File: src/sv/bttk_pkg.sv
`timescale 1ns / 1ps
// ----------------------------------------------------------------------------
// bttk_pkg
// Shared types and constants of the bounded top-k sorted set unit.
// ----------------------------------------------------------------------------
package bttk_pkg;

  // field widths
  localparam int KEY_BITS     = 32;
  localparam int VALUE_BITS   = 32;
  localparam int CAP_BITS     = 7;
  localparam int COUNT_BITS   = 7;

  // storage depth default and capacity register reset value
  localparam int          DEF_CAPACITY  = 64;
  localparam logic [CAP_BITS-1:0] CAP_RESET = 7'd64;

  // offered pair, also the form of one stored entry
  typedef struct packed {
    logic [KEY_BITS-1:0]   key;
    logic [VALUE_BITS-1:0] value;
  } in_item_t;

  // result of one offered pair
  typedef struct packed {
    logic                  accepted;
    logic                  evicted;
    logic [KEY_BITS-1:0]   evicted_key;
    logic [VALUE_BITS-1:0] evicted_value;
    logic [COUNT_BITS-1:0] count;
  } out_item_t;

  // control broadcast to every cell
  typedef struct packed {
    logic cmp;    // capture compare flags against the offered pair
    logic grow;   // insert, shifting larger entries up one cell
    logic evict;  // insert, shifting smaller entries down and dropping cell 0
  } cell_ctl_t;

endpackage

File: src/sv/bttk_cell.sv
`timescale 1ns / 1ps
// ----------------------------------------------------------------------------
// bttk_cell
// One slot of the sorted chain: holds an entry, compares it with the offered
// pair and takes the pair or a neighbor's entry on an insert.
// ----------------------------------------------------------------------------
module bttk_cell
  import bttk_pkg::*;
(
  input  logic      clk,
  input  cell_ctl_t ctl,
  input  in_item_t  pair,
  input  logic      occ,
  input  in_item_t  left_entry,
  input  logic      left_ltc,
  input  in_item_t  right_entry,
  input  logic      right_ltc,
  output in_item_t  entry,
  output logic      ltc,
  output logic      eq
);

  in_item_t entry_r, entry_nxt;
  logic     ltc_r, eq_r;
  logic     lt_now, eq_now;

  // pair order: key first, then value
  always_comb begin
    eq_now = (entry_r.key == pair.key) && (entry_r.value == pair.value);
    lt_now = (entry_r.key < pair.key) ||
             ((entry_r.key == pair.key) && (entry_r.value < pair.value));
  end

  // next entry on an insert; grow and evict never come together
  always_comb begin
    entry_nxt = entry_r;
    if (ctl.grow) begin
      if (!ltc_r) begin
        entry_nxt = left_ltc ? pair : left_entry;
      end
    end else if (ctl.evict) begin
      if (right_ltc) begin
        entry_nxt = right_entry;
      end else if (ltc_r) begin
        entry_nxt = pair;
      end
    end
  end

  // entry storage and compare flags
  always_ff @(posedge clk) begin
    entry_r <= entry_nxt;
    if (ctl.cmp) begin
      ltc_r <= occ & lt_now;
      eq_r  <= occ & eq_now;
    end
  end

  assign entry = entry_r;
  assign ltc   = ltc_r;
  assign eq    = eq_r;

endmodule

File: config.mk
export PLATFORM = sky130hd
export DESIGN_NAME = bttk_cell
export DESIGN_NICKNAME = d
export VERILOG_FILES = /design/src/sv/bttk_pkg.sv /design/src/sv/bttk_cell.sv
export SDC_FILE = /design/constraint.sdc
export NUM_CORES = 1
export LEC_CHECK = 0
export BUFFER_PORTS_ARGS = -buffer_cell sky130_fd_sc_hd__buf_4
export CAP_MARGIN = 20
export CORE_MARGIN = 1.5
export CORE_UTILIZATION = 42
export CTS_CLUSTER_SIZE = 25
export DETAILED_ROUTE_END_ITERATION = 16
export PLACE_DENSITY = 0.78
export REMOVE_ABC_BUFFERS = 1
export SLEW_MARGIN = 20
export SYNTH_ARGS = -nofsm -noshare
export SYNTH_HDL_FRONTEND = slang
export SYNTH_SLANG_ARGS = --single-unit
File: constraint.sdc
create_clock -name clk -period 5.9 [get_ports clk]
set_clock_uncertainty 0.1 [all_clocks]
set_input_delay 1.77 -clock clk [delete_from_list [all_inputs] [get_ports clk]]
set_output_delay 1.77 -clock clk [all_outputs]
set_load 0.02 [all_outputs]
Word level (Yosys, flattened, before mapping)
Cells that the tools add are included.
{"block": "word_totals", "reg_bits": 66, "out_inout_bits": 66, "inputBits": 199, "word_cells": 23}
{"block": "op_classes", "mux": 6, "n_lt_le_gt_ge": 2, "bitwise_logic": 2, "reduce_logical": 6, "n_eq_ne": 3}
{"operator": "64-bit 2-to-1 mux", "count": 6}
{"operator": "32-bit == test", "count": 2}
{"operator": "32-bit less-than comparator", "count": 2}
{"operator": "3-bit AND reduction", "count": 1}
{"operator": "3-bit nonzero test", "count": 1}
{"operator": "1-bit bitwise AND", "count": 2}
{"operator": "1-bit logical AND", "count": 2}
{"operator": "2-bit != test, second input constant", "count": 1}
{"operator": "2-bit nonzero test", "count": 1}
{"operator": "1-bit logical OR", "count": 1}

Longest topological paths before layout
Gate-level depths: netlist of run 1.
{"block": "depth", "ltp_word": 4, "depth_mapped": 8, "mapped_depth_nobuf": 8}

Worst setup path after synthesis of run 1
Ideal clock, no wire load.
{"block": "synth_timing", "path_kind": "input to register", "start": "input port ctl[1] (netlist bit)", "end": "register entry_r (netlist bit entry[0]), enable pin", "arrival_time_ns": 5.623, "setup_ns": 0.513, "required_ns": 5.287, "n_path_buf": 2, "path_slack_ns": -0.336, "cell_stages": 3, "cell_sequence": "clkbuf_1 > clkbuf_1 > mux2i_1"}
{"block": "synth_between", "elab_chain_len": 2, "elab_cells_between_ends": 4, "classes_between": "1 x eq/ne; 3 x reduce/logical"}
{"item": "start: declaration", "line": "bttk_cell.sv:11", "rtl": "input cell_ctl_t ctl,"}
{"item": "2-bit != test (no source line) (tied with other cells)"}
{"item": "3-bit AND reduction (no source line) *"}
{"item": "end signal: assignment", "line": "bttk_cell.sv:52", "rtl": "entry_r <= entry_nxt;"}
{"item": "end: declaration", "line": "bttk_cell.sv:23", "rtl": "in_item_t entry_r, entry_nxt;"}
Every way passes the cells marked *; elsewhere a longest branch is shown, timed or not.
A chain may end at the register's enable or synchronous reset.

Worst setup path after layout of run 1
{"block": "layout_timing", "start": "input port pair[62] (netlist bit)", "end": "register ltc_r, in the netlist ltc (data pin)"}
{"block": "layout_between", "elab_chain_len": 4, "elab_cells_between_ends": 5, "classes_between": "1 x order compare; 1 x eq/ne; 1 x bitwise; 2 x reduce/logical"}
{"item": "start: declaration", "line": "bttk_cell.sv:12", "rtl": "input in_item_t pair,"}
{"item": "parallel branches: the longest is 2 deep, another holds 32-bit less-than comparator"}
{"item": "1-bit logical OR *", "line": "bttk_cell.sv:30", "rtl": "lt_now = (entry_r.key < pair.key) ||"}
{"item": "1-bit bitwise AND *", "line": "bttk_cell.sv:54", "rtl": "ltc_r <= occ & lt_now;"}
{"item": "end signal: assignment", "line": "bttk_cell.sv:54"}
{"item": "end: declaration", "line": "bttk_cell.sv:24", "rtl": "logic ltc_r, eq_r;"}
Mark *: on every way between the ends.

==> run summary, run 1 <==
setup repair bufs after CTS -> 0
Die Wd -> 114 um
Req. time, crit path -> 5.98 ns
fraction of layout instances using a drive strength above 1 -> 36.6%
DR WL/cell -> 17.0 um
# hold bufs at CTS -> 0
post-cts resize count -> 0
count of final hold-check violations -> 0
Slew @ Worst Pin -> 0.917 ns
grt ovf -> 0
WL final -> 15.9 mm
EDFF count, synth -> 66
yosys warns -> 0
largest net degree at the start of global routing -> 80
number of global-route vias before repair -> 5149
commonest cells in the netlist -> 66 x edfxtp_1, 66 x inv_1, 64 x ha_1
met1 Use GR -> 27.3%
GR Util met2 -> 43.7%
post-synthesis cell type count -> 32
nets -> 1044
first-pass GRT wire length -> 24.6 mm
post-synth top area cell -> edfxtp_1
total track usage -> 24.1%
Max clock buf depth -> 2
WS Path Type -> primary input to flop
setup_tns -> 0 ns
n_diodes -> 0
crit path launch type -> primary input
PwrDens -> 219 nW/um2
WHS -> 0.805 ns
main area contributors after synthesis -> edfxtp_1 38%, ha_1 16%, mux2i_1 7.6%
RSZ-0062 raised after global routing -> false
Slew Limit Fails -> 0
DP Wirelength -> 12.3 mm
Setup WS post-layout -> 2.19 ns
fin crit period -> 3.71 ns
Initial DRT Pass Iterations -> 5
CTS tree -> done
worst skew pair latency -> 0.34 ns
row count -> 40
area of the mapped netlist -> 5150 um2
status -> finished clean
number of fill cells in the layout -> 959
Max Cap Viol -> 0
Max H-tree Level -> 3
fin crit share -> 62.9%
CTS sink cnt -> 66
Worst-path clk slew -> 0.05 ns
CP Capture Type -> flop
Initial Util -> 42.9%
Vias -> 5066
IO Count -> 265
drt first-iter violations -> 236
ys flop type -> edfxtp_1
CTS Buf Count -> 9
Final Setup Violations -> 0
Storage cell area -> 1980 um2
LEAKAGE -> 3.67 nW
asr flop ratio synth -> 0%
CP max FO -> 3
I/O Buffers -> 264
number of routed nets with antenna violations -> 0
top cell type's share of synthesized area -> 38.5%
DP Worst Slack -> 1.64 ns
Final GP Congestion -> 0.868
Max transition margin -> 38.9%
Max IR drop VDD -> 0.125 mV
Area growth syn-to-layout -> 46.8%
Most Used Layer, Global Route -> met2
Core Footprint -> 12000 um2
via density per instance -> 5.44
FMAX -> 270 MHz
register area share after synthesis -> 38.5%
initial antenna violation count -> 0
die height -> 114 um
post-synthesis register bit count -> 66
Cells after Synth -> 536
critical path arrival -> 3.79 ns
Clk Tree Root Cell -> clkbuf_16
Die ar. -> 12900 um2
area occupied by multi-input gates -> 2820 um2
residual DRC count -> 0
met3 Track Usage GR -> 6.48%
Syn Area/Cell -> 9.61 um2
Min-Delay Path Class -> flop to flop
path summary, 6_finish.rpt:
| kind | start | depth (start not counted) | slack, ns | end |
|---|---|---|---|---|
| max | pair[62] | 9 | 2.19 | ltc |
| max reg2reg | entry[61] | 7 | 3.26 | ltc |
| min reg2reg | entry[15] | 4 | 0.80 | ltc |
| min | entry[15] | 4 | 0.80 | ltc |
layout make-up:
class	instances	share of cell area [%]
multi-input combinational	370	37.3
timing repair buffer	268	27.1
sequential	66	26.2
inverter	66	3.28
clock buffer	11	3.08
tap	147	2.43
clock inverter	4	0.579
logic make-up after synthesis:
group	after synthesis	synth area share, %
fa+ha+maj	64	15.5
flops	66	38.5
simple gates	115	10.8
mux	39	7.58
compound gates	152	20.3
buf+inv	100	7.36
through the flow:
stage | total power, mW | instance area (um2) | instances | util, %
floorplan | 0.879 | 5020 | 502 | -
global placement | 1.12 | 7230 | 915 | 60.2
detailed placement | 1.14 | 7230 | 915 | 60.2
CTS | 1.66 | 7500 | 930 | 62.5
global route | 1.74 | 7560 | 932 | 62.9
finish | 1.65 | 7560 | 932 | 62.9
flip-flops by register name, summed over array words and instances (netlist names):
| register | flops |
|---|---|
| entry | 64 |
| eq | 1 |
| ltc | 1 |
worst max-delay path, stage by stage:
cell      delay [ns]
buf_4           0.08
inv_1           0.05
ha_1            0.29
and3_2          0.20
nand4_2         0.13
nor4_2          0.41
nand4_1         0.27
a2111o_1        0.46
o21ai_1         0.12
per-layer routing:
layer / up-vias / routed length, um
li1: 2521 / -
met1: 2313 / 6110
met2: 212 / 8100
met3: 20 / 1380
met4: 0 / 290
met5: - / 0
layout by cell type (no fill, tap or decap), types with 3 or more instances in the layout:
master / count
buf_4: 266
o21ai_0: 8
a21o_1: 5
inv_1: 66
nor2b_1: 3
nand3_1: 7
a221oi_1: 3
ha_1: 64
nand4_1: 9
a221o_1: 28
nor3_1: 28
a21oi_1: 63
nand2_1: 16
clkbuf_16: 9
edfxtp_1: 66
mux2i_1: 38
a211oi_1: 38
nor2_1: 41
report_power, final:
group / switching [mW] / internal (mW)
Combinational: 0.268 / 0.253
Clock: 0.194 / 0.322
Sequential: 0.0313 / 0.586
Power figures use the tool's default switching activity.
==> run 2: changes to the inputs <==
clock period = 3.35 ns   (was 5.9 ns; I/O delays follow)
==> run summary, run 2 (synthesized netlist as in run 1, its figures left out) <==
FMAX -> 359 MHz
HP Start -> ctl[2]
Min-Delay Path Class -> primary input to flop
FF-to-FF Start -> entry[62]
Final Setup Violations -> 0
RSZ-0062 raised after global routing -> false
net switching power -> 886 uW
Clk Tree Root Cell -> clkbuf_16
Max clock buf depth -> 2
I/O Buffers -> 264
total track usage -> 25.1%
Max IR drop VDD -> 0.190 mV
residual DRC count -> 0
CTS sink cnt -> 66
# hold bufs at CTS -> 0
Util after Layout -> 62.9%
via density per instance -> 5.56
number of global-route vias before repair -> 5253
fraction of layout instances using a drive strength above 1 -> 36.8%
CTS tree -> done
row count -> 40
commonest non-fill, non-tap cell in the layout -> buf_4
die height -> 114 um
status -> finished clean
switching part of the total power -> 30.3%
largest net degree at the start of global routing -> 53
drt first-iter violations -> 236
fin crit share -> 83.2%
Pint -> 2.04 mW
Setup WS post-layout -> 0.561 ns
n_diodes -> 0
CTS Buf Count -> 9
Core Footprint -> 12000 um2
most frequent cells in the layout -> 273 x buf_4, 66 x inv_1, 66 x edfxtp_1
LEAKAGE -> 3.68 nW
Die ar. -> 12900 um2
Max transition margin -> 63.6%
Slew Limit Fails -> 0
count of final hold-check violations -> 0
Die Wd -> 114 um
CP max FO -> 3
Initial DRT Pass Iterations -> 5
Worst-path clk slew -> 0.05 ns
grt ovf -> 0
critical path arrival -> 2.88 ns
fin crit period -> 2.79 ns
Initial Util -> 42.9%
IO Count -> 265
clock share of power -> 31.3%
Vias -> 5212
crit path launch type -> primary input
WL final -> 16.5 mm
DP Worst Slack -> 0.183 ns
first-pass GRT wire length -> 25.5 mm
crit path launch -> pair[62]
max reg flops -> 64
nets -> 1049
sequential share of power -> 37.1%
Slew @ Worst Pin -> 0.539 ns
logic gate share of total power -> 31.6%
initial antenna violation count -> 0
Area growth syn-to-layout -> 46.7%
DR WL/cell -> 17.6 um
Final GP Congestion -> 0.889
post-cts resize count -> 0
Req. time, crit path -> 3.44 ns
number of routed nets with antenna violations -> 0
setup repair bufs after CTS -> 0
worst skew pair latency -> 0.34 ns
CP Capture Type -> flop
PwrDens -> 387 nW/um2
WS Path Type -> primary input to flop
DP Wirelength -> 13.0 mm
Max H-tree Level -> 3
Max Cap Viol -> 0
==> run 2: cell count changes in the layout (fill, tap and decap cells not counted), sizes merged <==
cell and delta:
clkbuf -1, clkinv +1, buf +5
==> run 2: metrics by stage <==
step	instances	area (um2)	hold slack [ns]	power (mW)	TNS [ns]
after floorplan	502	5020	0.872	1.55	-105.52
after detailed placement	922	7280	0.818	2.02	0
final	937	7560	0.782	2.92	0
after global routing	937	7560	0.779	3.05	0
after CTS	937	7560	0.775	2.94	0
after global placement	922	7280	0.800	1.99	0
==> run 2: layout make-up <==
| class | count | area, um2 |
|---|---|---|
| Clock inverter | 5 | 46.3 |
| Multi-Input combinational cell | 370 | 2820 |
| Fill cell | 1004 | 4460 |
| Clock buffer | 10 | 229 |
| Timing Repair Buffer | 273 | 2050 |
| Sequential cell | 66 | 1980 |
| Inverter | 66 | 248 |
| Tap cell | 147 | 184 |
==> run 2: power by group through the flow <==
stage / sequential (mW) / combinational, mW / clock [mW]
4_1_cts: 1.09 / 0.927 / 0.926
2_1_floorplan: 1.20 / 0.346 / 0
6_report: 1.09 / 0.924 / 0.914
3_5_place_dp: 1.10 / 0.924 / 0
5_1_grt: 1.09 / 1.01 / 0.948
3_3_place_gp: 1.10 / 0.893 / 0
==> run 2: path summary, 6_finish.rpt <==
path               to  slack, ns  cells past startpoint
setup reg to reg  ltc       0.89                      7
hold / removal     eq       0.78                      1
setup / recovery  ltc       0.56                      9
hold reg to reg   ltc       0.82                      4
==> run 2: layer usage <==
metal,vias to the layer above,global-route usage [%],part of all wire (%)
li1,2525,-,-
met1,2432,29.2,40
met2,226,44.1,49
met3,29,6.32,8.3
met4,0,10.3,2.6
met5,-,0,0
==> run 2: critical path: stages <==
cell and delay [ns]:
buf_4 0.08, inv_1 0.04, ha_1 0.29, and3_2 0.20, nand4_2 0.13, nor4_2 0.35, nand4_1 0.23, a2111o_1 0.43
o21ai_1 0.11
